[src/sv/ocn_pkg.sv]
// Package for the overbright color normalizer.
// Holds channel widths, the shift reset value, the stage-load struct and the
// restoring-division step shared by the lanes. No dependencies.
`default_nettype none

package ocn_pkg;

  localparam int CHAN_W  = 8;
  localparam int SHIFT_W = 3;
  localparam int WIDE_W  = CHAN_W + (1 << SHIFT_W) - 1;

  localparam logic [SHIFT_W-1:0] SHIFT_RESET = 3'd3;
  localparam logic [CHAN_W-1:0]  CHAN_MAX    = 8'd255;

  typedef struct packed {
    logic ld_div;
    logic ld_fin;
    logic ld_out;
  } ocn_ctl_t;

  // One restoring step: {quotient bit, new remainder}
  function automatic logic [CHAN_W:0] div_step(input logic [CHAN_W-1:0] rem,
                                               input logic              nbit,
                                               input logic [CHAN_W-1:0] d);
    logic [CHAN_W:0] r2;
    logic [CHAN_W:0] diff;
    r2   = {rem, nbit};
    diff = r2 - {1'b0, d};
    if (r2 >= {1'b0, d}) begin
      div_step = {1'b1, diff[CHAN_W-1:0]};
    end else begin
      div_step = {1'b0, r2[CHAN_W-1:0]};
    end
  endfunction

endpackage

`default_nettype wire

[src/sv/overbright_color_normalize.sv]
// Overbright color normalizer top level: input register, merge, three lanes.
// Stages: input register, two divider stages, output register. Throughput is one
// pixel per cycle unless out_stall holds; lane divider stages are fully pipelined.
// Reset (rst, synchronous): all stage valids cleared, overbright_shift = 3.
// cfg_ready is always high. Depends on ocn_pkg, ocn_merge, ocn_lane.
`default_nettype none

module overbright_color_normalize (
  input  wire logic                        clk,
  input  wire logic                        rst,
  input  wire logic                        cfg_valid,
  output logic                             cfg_ready,
  input  wire logic [ocn_pkg::SHIFT_W-1:0] cfg_data,
  input  wire logic                        in_valid,
  output logic                             in_stall,
  input  wire logic [ocn_pkg::CHAN_W-1:0]  in_red,
  input  wire logic [ocn_pkg::CHAN_W-1:0]  in_green,
  input  wire logic [ocn_pkg::CHAN_W-1:0]  in_blue,
  input  wire logic [ocn_pkg::CHAN_W-1:0]  in_alpha,
  output logic                             out_valid,
  input  wire logic                        out_stall,
  output logic      [ocn_pkg::CHAN_W-1:0]  out_red,
  output logic      [ocn_pkg::CHAN_W-1:0]  out_green,
  output logic      [ocn_pkg::CHAN_W-1:0]  out_blue,
  output logic      [ocn_pkg::CHAN_W-1:0]  out_alpha
);
  import ocn_pkg::*;

  logic [SHIFT_W-1:0] overbright_shift;

  logic v1, v2, v3;
  logic take1, take2, take3, acc;
  ocn_ctl_t ctl;

  logic [CHAN_W-1:0] r1, g1, b1, a1;
  logic [CHAN_W-1:0] a2, a3;
  logic [CHAN_W-1:0] div2, div3;
  logic              norm2, norm3;
  logic [CHAN_W-1:0] max_chan;
  logic              norm;

  assign cfg_ready = 1'b1;

  always_ff @(posedge clk) begin
    if (rst) begin
      overbright_shift <= SHIFT_RESET;
    end else if (cfg_valid && cfg_ready) begin
      overbright_shift <= cfg_data;
    end
  end

  // pipeline handshake, bubbles collapse
  always_comb begin
    take3      = v3 && (!out_valid || !out_stall);
    take2      = v2 && (!v3 || take3);
    take1      = v1 && (!v2 || take2);
    in_stall   = v1 && !take1;
    acc        = in_valid && !in_stall;
    ctl.ld_div = take1;
    ctl.ld_fin = take2;
    ctl.ld_out = take3;
  end

  always_ff @(posedge clk) begin
    if (rst) begin
      v1        <= 1'b0;
      v2        <= 1'b0;
      v3        <= 1'b0;
      out_valid <= 1'b0;
    end else begin
      if (acc) begin
        v1 <= 1'b1;
      end else if (take1) begin
        v1 <= 1'b0;
      end
      if (take1) begin
        v2 <= 1'b1;
      end else if (take2) begin
        v2 <= 1'b0;
      end
      if (take2) begin
        v3 <= 1'b1;
      end else if (take3) begin
        v3 <= 1'b0;
      end
      if (take3) begin
        out_valid <= 1'b1;
      end else if (!out_stall) begin
        out_valid <= 1'b0;
      end
    end
  end

  always_ff @(posedge clk) begin
    if (acc) begin
      r1 <= in_red;
      g1 <= in_green;
      b1 <= in_blue;
      a1 <= in_alpha;
    end
    if (take1) begin
      a2    <= a1;
      div2  <= max_chan;
      norm2 <= norm;
    end
    if (take2) begin
      a3    <= a2;
      div3  <= div2;
      norm3 <= norm2;
    end
    if (take3) begin
      out_alpha <= a3;
    end
  end

  ocn_merge u_merge (
    .red      (r1),
    .green    (g1),
    .blue     (b1),
    .shift    (overbright_shift),
    .max_chan (max_chan),
    .norm     (norm)
  );

  ocn_lane u_lane_red (
    .clk    (clk),
    .ctl    (ctl),
    .chan   (r1),
    .shift  (overbright_shift),
    .div_a  (div2),
    .div_b  (div3),
    .norm_b (norm3),
    .result (out_red)
  );

  ocn_lane u_lane_green (
    .clk    (clk),
    .ctl    (ctl),
    .chan   (g1),
    .shift  (overbright_shift),
    .div_a  (div2),
    .div_b  (div3),
    .norm_b (norm3),
    .result (out_green)
  );

  ocn_lane u_lane_blue (
    .clk    (clk),
    .ctl    (ctl),
    .chan   (b1),
    .shift  (overbright_shift),
    .div_a  (div2),
    .div_b  (div3),
    .norm_b (norm3),
    .result (out_blue)
  );

  // normalize implies a nonzero divisor
  a_norm_div: assert property (@(posedge clk) disable iff (rst)
    v3 && norm3 |-> div3 != '0)
    else $error("normalize with zero divisor");

  a_stall_full: assert property (@(posedge clk) disable iff (rst)
    in_stall |-> v1)
    else $error("input stalled with empty first stage");

  a_acc_fill: assert property (@(posedge clk) disable iff (rst)
    acc |=> v1)
    else $error("accepted pixel lost at first stage");

  a_take_out: assert property (@(posedge clk) disable iff (rst)
    take3 |=> out_valid)
    else $error("pixel lost at output stage");

  a_cfg_write: assert property (@(posedge clk) disable iff (rst)
    cfg_valid && cfg_ready |=> overbright_shift == $past(cfg_data))
    else $error("config transfer not stored");

endmodule

`default_nettype wire

[src/sv/ocn_merge.sv]
// Merge stage: largest color channel across the lanes and the normalize flag.
// Depends on ocn_pkg.
`default_nettype none

module ocn_merge (
  input  wire logic [ocn_pkg::CHAN_W-1:0]  red,
  input  wire logic [ocn_pkg::CHAN_W-1:0]  green,
  input  wire logic [ocn_pkg::CHAN_W-1:0]  blue,
  input  wire logic [ocn_pkg::SHIFT_W-1:0] shift,
  output logic      [ocn_pkg::CHAN_W-1:0]  max_chan,
  output logic                             norm
);
  import ocn_pkg::*;

  logic [CHAN_W-1:0] max_rg;
  logic [WIDE_W-1:0] max_wide;

  always_comb begin
    max_rg   = (red > green) ? red : green;
    max_chan = (max_rg > blue) ? max_rg : blue;
    max_wide = WIDE_W'(max_chan) << shift;
    norm     = max_wide > WIDE_W'(CHAN_MAX);
  end

endmodule

`default_nettype wire

[src/sv/ocn_lane.sv]
// One color lane: shifted pass value and c*255/max by a two-stage
// restoring divider, four quotient bits per stage. Depends on ocn_pkg.
`default_nettype none

module ocn_lane (
  input  wire logic                       clk,
  input  wire ocn_pkg::ocn_ctl_t          ctl,
  input  wire logic [ocn_pkg::CHAN_W-1:0]  chan,
  input  wire logic [ocn_pkg::SHIFT_W-1:0] shift,
  input  wire logic [ocn_pkg::CHAN_W-1:0]  div_a,
  input  wire logic [ocn_pkg::CHAN_W-1:0]  div_b,
  input  wire logic                        norm_b,
  output logic      [ocn_pkg::CHAN_W-1:0]  result
);
  import ocn_pkg::*;

  localparam int HALF = CHAN_W / 2;

  logic [2*CHAN_W-1:0] num;
  logic [WIDE_W-1:0]   wide;

  logic [CHAN_W-1:0] rem_a;
  logic [CHAN_W-1:0] low_a;
  logic [CHAN_W-1:0] pass_a;

  logic [CHAN_W-1:0] rem_b;
  logic [HALF-1:0]   low_b;
  logic [HALF-1:0]   qhi_b;
  logic [CHAN_W-1:0] pass_b;

  logic [CHAN_W-1:0] ra;
  logic [HALF-1:0]   qa;
  logic [CHAN_W:0]   sa;
  logic [CHAN_W-1:0] rb;
  logic [HALF-1:0]   qb;
  logic [CHAN_W:0]   sb;

  always_comb begin
    num  = (2*CHAN_W)'(chan) * (2*CHAN_W)'(CHAN_MAX);
    wide = WIDE_W'(chan) << shift;
  end

  always_ff @(posedge clk) begin
    if (ctl.ld_div) begin
      rem_a  <= num[2*CHAN_W-1:CHAN_W];
      low_a  <= num[CHAN_W-1:0];
      pass_a <= wide[CHAN_W-1:0];
    end
  end

  // upper quotient bits
  always_comb begin
    ra = rem_a;
    qa = '0;
    sa = '0;
    for (int i = 0; i < HALF; i++) begin
      sa = div_step(ra, low_a[CHAN_W-1-i], div_a);
      qa[HALF-1-i] = sa[CHAN_W];
      ra = sa[CHAN_W-1:0];
    end
  end

  always_ff @(posedge clk) begin
    if (ctl.ld_fin) begin
      rem_b  <= ra;
      low_b  <= low_a[HALF-1:0];
      qhi_b  <= qa;
      pass_b <= pass_a;
    end
  end

  // lower quotient bits
  always_comb begin
    rb = rem_b;
    qb = '0;
    sb = '0;
    for (int i = 0; i < HALF; i++) begin
      sb = div_step(rb, low_b[HALF-1-i], div_b);
      qb[HALF-1-i] = sb[CHAN_W];
      rb = sb[CHAN_W-1:0];
    end
  end

  always_ff @(posedge clk) begin
    if (ctl.ld_out) begin
      result <= norm_b ? {qhi_b, qb} : pass_b;
    end
  end

endmodule

`default_nettype wire

[config.mk]
export PLATFORM = sky130hd
export DESIGN_NAME = overbright_color_normalize
export DESIGN_NICKNAME = d
export VERILOG_FILES = /design/src/sv/ocn_pkg.sv /design/src/sv/overbright_color_normalize.sv /design/src/sv/ocn_merge.sv /design/src/sv/ocn_lane.sv
export SDC_FILE = /design/constraint.sdc
export NUM_CORES = 1
export LEC_CHECK = 0
export ABC_AREA = 1
export BUFFER_PORTS_ARGS = -buffer_cell sky130_fd_sc_hd__buf_2
export CORE_MARGIN = 10
export CORE_UTILIZATION = 45
export DETAILED_ROUTE_END_ITERATION = 10
export PLACE_DENSITY_LB_ADDON = 0.25
export SKIP_CTS_REPAIR_TIMING = 1
export SYNTH_ARGS = -nofsm -noshare
export SYNTH_HDL_FRONTEND = slang
export SYNTH_HIERARCHICAL = 1
export SYNTH_SLANG_ARGS = --single-unit
export TNS_END_PERCENT = 5
[constraint.sdc]
create_clock -name clk -period 7.3 [get_ports clk]
set_input_delay 1.46 -clock clk [delete_from_list [all_inputs] [get_ports clk]]
set_output_delay 1.46 -clock clk [all_outputs]
set_load 0.03 [all_outputs]
==> flow_metrics.env <==
export IMPL_synth_most_common_cell="nand2_1"
export IMPL_cts_sink_count=249
export IMPL_finClkSkew_ns=0.02672
export IMPL_whs_ns=0.4021
export IMPL_drv_slew=0
export IMPL_synth_common_cells="nand2_1 (678), inv_1 (494), ha_1 (316)"
export IMPL_first_global_vias=19187
export IMPL_h_tree_depth=1
export IMPL_die_h_um=254.4
export IMPL_wl_met2_um=29030
export IMPL_start_util_pct=45.67
export IMPL_crit_family="compound AO/OA/AOI/OAI gates"
export IMPL_cts_made_buffers=29
export IMPL_viasPerCell=5.183
export IMPL_num_io_pins=75
export IMPL_cap_violations=0
export IMPL_rsz0062_at_grt="true"
export IMPL_tns_ns=0
export IMPL_regArea_mm2=0.007407
export IMPL_setup_violations_final=0
export IMPL_wirelength_um=61510
export IMPL_synth_largest_area_cell="edfxtp_1"
export IMPL_met3_length_um=2812
export IMPL_finalHoldViolCount=0
export IMPL_synth_area_top_cells="edfxtp_1 (29%), ha_1 (16%), nand2_1 (10%)"
export IMPL_highest_layer="met5"
export IMPL_period_needed_ns=6.881
export IMPL_core_area_mm2=0.05413
export IMPL_drtIter0Drc=1071
export IMPL_drt_pass1_iterations=8
export IMPL_wl_met1_um=28000
export IMPL_fp_dieW_um=254.4
export IMPL_cp_slowest_cell="o311ai_0"
export IMPL_drcViolationCount=0
export IMPL_routabilityCongestion=0.9475
export IMPL_grt_pass1_wl_um=98990
export IMPL_fin_crit_sh_pct=94.25
export IMPL_num_rows=85
export IMPL_antenna_left=0
export IMPL_portBuffers=73
export IMPL_cts_tree="built"
export IMPL_synth_top_area_share_pct=29.40
export IMPL_track_usage_pct=18.94
export IMPL_vias=19578
export IMPL_ys_ff_latch=249
export IMPL_pre_cts_ws_ns=0.09774
export IMPL_syn_area_per_cell_um2=8.460
export IMPL_setup_slack_ns=0.4194
export IMPL_antenna_found_initial=3
export IMPL_status="finished clean"
export IMPL_fin_nets=3525
export IMPL_crit_type="flip-flop to flip-flop"
export IMPL_syn_area_mm2=0.02472
export IMPL_clkTransAtPathRegs_ns=0.06
export IMPL_grt_max_degree=58
export IMPL_final_layout_size_suffix_gt1_share_pct=12.82
export IMPL_num_antenna_cells=0
export IMPL_ys_flop_type="edfxtp_1"
export IMPL_cts_root_buffer="clkbuf_16"
export IMPL_max_slew_margin_pct=23.51
export IMPL_fill_cells=4990
export IMPL_area_delta_synth_final_pct=10.37
export IMPL_worstSetupStartpointType="flip-flop"
export IMPL_fmax_mhz=145.3
export IMPL_hold_class="flip-flop to flip-flop"
export IMPL_crit_fanout=13
export IMPL_end_kind="flip-flop"
export IMPL_clk_latency_ns=0.57
export IMPL_grt_overflow_total=0
export IMPL_syn_nets=3389
export IMPL_crit_path_max_incr_delay_ns=0.75
export IMPL_dpl_hpwl_um=49690
export IMPL_multi_input_area_mm2=0.01530
export IMPL_netlist_instances=2922
export IMPL_ys_seq_area_share_pct=29.96
export IMPL_cp_buffers_inverters=5
export IMPL_die_area_mm2=0.06471
export IMPL_wl_per_cell_um=16.29
export IMPL_critical_path_required_ns=7.62
export IMPL_worstMarginPinSlew_ns=1.145
export IMPL_cts_buffer_depth=3
export IMPL_synth_cell_types=63
export IMPL_path_common_cell="nand2_1"
export IMPL_yosysWarningCount=6
export IMPL_arrival_ns=7.20
export IMPL_synth_edf_count=242
export IMPL_synthArstFlopShare_pct=0
## worst register-to-register path: cells and delay by family, from the launching register on
family / cells / cell delay, ns
fa+ha+maj: 4 / 1.24
compound gates: 9 / 2.02
simple gates: 16 / 1.97
buf+inv: 5 / 0.66
flops: 1 / 0.36
mux: 1 / 0.38
## final timing paths
path | cells after the start | from | slack [ns] | endpoint
worst max register to register | 35 | div3[5]$_DFFE_PP_ | 0.42 | u_lane_green/result[0]$_DFFE_PP_
worst max-delay path | 35 | div3[5]$_DFFE_PP_ | 0.42 | u_lane_green/result[0]$_DFFE_PP_
worst min register to register | 0 | a3[1]$_DFFE_PP_ | 0.40 | out_alpha[1]$_DFFE_PP_
worst min-delay path | 0 | a3[1]$_DFFE_PP_ | 0.40 | out_alpha[1]$_DFFE_PP_
## stage by stage
stage          util (%)  instance area [um^2]  cells
6_report          50.40                 27280   3777
3_3_place_gp      48.13                 26050   3700
4_1_cts           49.94                 27040   3754
5_1_grt           50.40                 27280   3777
2_1_floorplan         -                 24720   2922
3_5_place_dp      48.13                 26050   3700
## final cells by class
type	instances	share of cell area [%]
sequential	249	27.15
tap	696	3.192
inverter	515	7.140
clock inverter	22	0.8667
clock buffer	32	2.738
timing repair buffer	126	2.843
multi-input combinational	2137	56.07
## layout by cell type (no fill, tap or decap), drive strengths merged, types with 2 or more instances in the layout
cell / n
nand2: 750
inv: 515
ha: 316
edfxtp: 242
a21oi: 190
nor2: 177
o21ai: 156
nand3: 141
buf: 126
fa: 111
xor2: 78
xnor2: 54
nand4: 45
clkbuf: 32
nor3: 18
or2: 16
nand3b: 15
clkinv: 14
a31oi: 12
o211ai: 11
dfxtp: 7
o21bai: 7
o21a: 7
a21o: 6
clkinvlp: 4
bufinv: 4
o2111ai: 4
o311ai: 3
and2: 3
a21boi: 3
or3: 2
o221ai: 2
a211oi: 2
mux2: 2
## per-layer routing
layer  up-vias  global-route usage [%]
met5         -                       0
met4         6                   5.558
met3        97                   2.311
met2       439                   32.57
met1      9159                   24.58
li1       9877                       -
## kinds of logic (layout without fill, tap and decap cells)
| logic type | Yosys count | after routing | synth area share, % |
|---|---|---|---|
| buffers and inverters | 536 | 695 | 8.467 |
| xor gates and xnor gates | 132 | 132 | 4.677 |
| AOI/OAI and AO/OA | 407 | 407 | 9.576 |
| and+or+nand+nor | 1168 | 1168 | 22.23 |
| DFF | 249 | 249 | 29.96 |
| other | 1 | 1 | 0.01517 |
| muxes | 2 | 2 | 0.09110 |
| adders and majority gates | 427 | 427 | 24.98 |
Power is not shown: default switching activity piles up to over one toggle a cycle in this logic, so the estimate is an artifact.
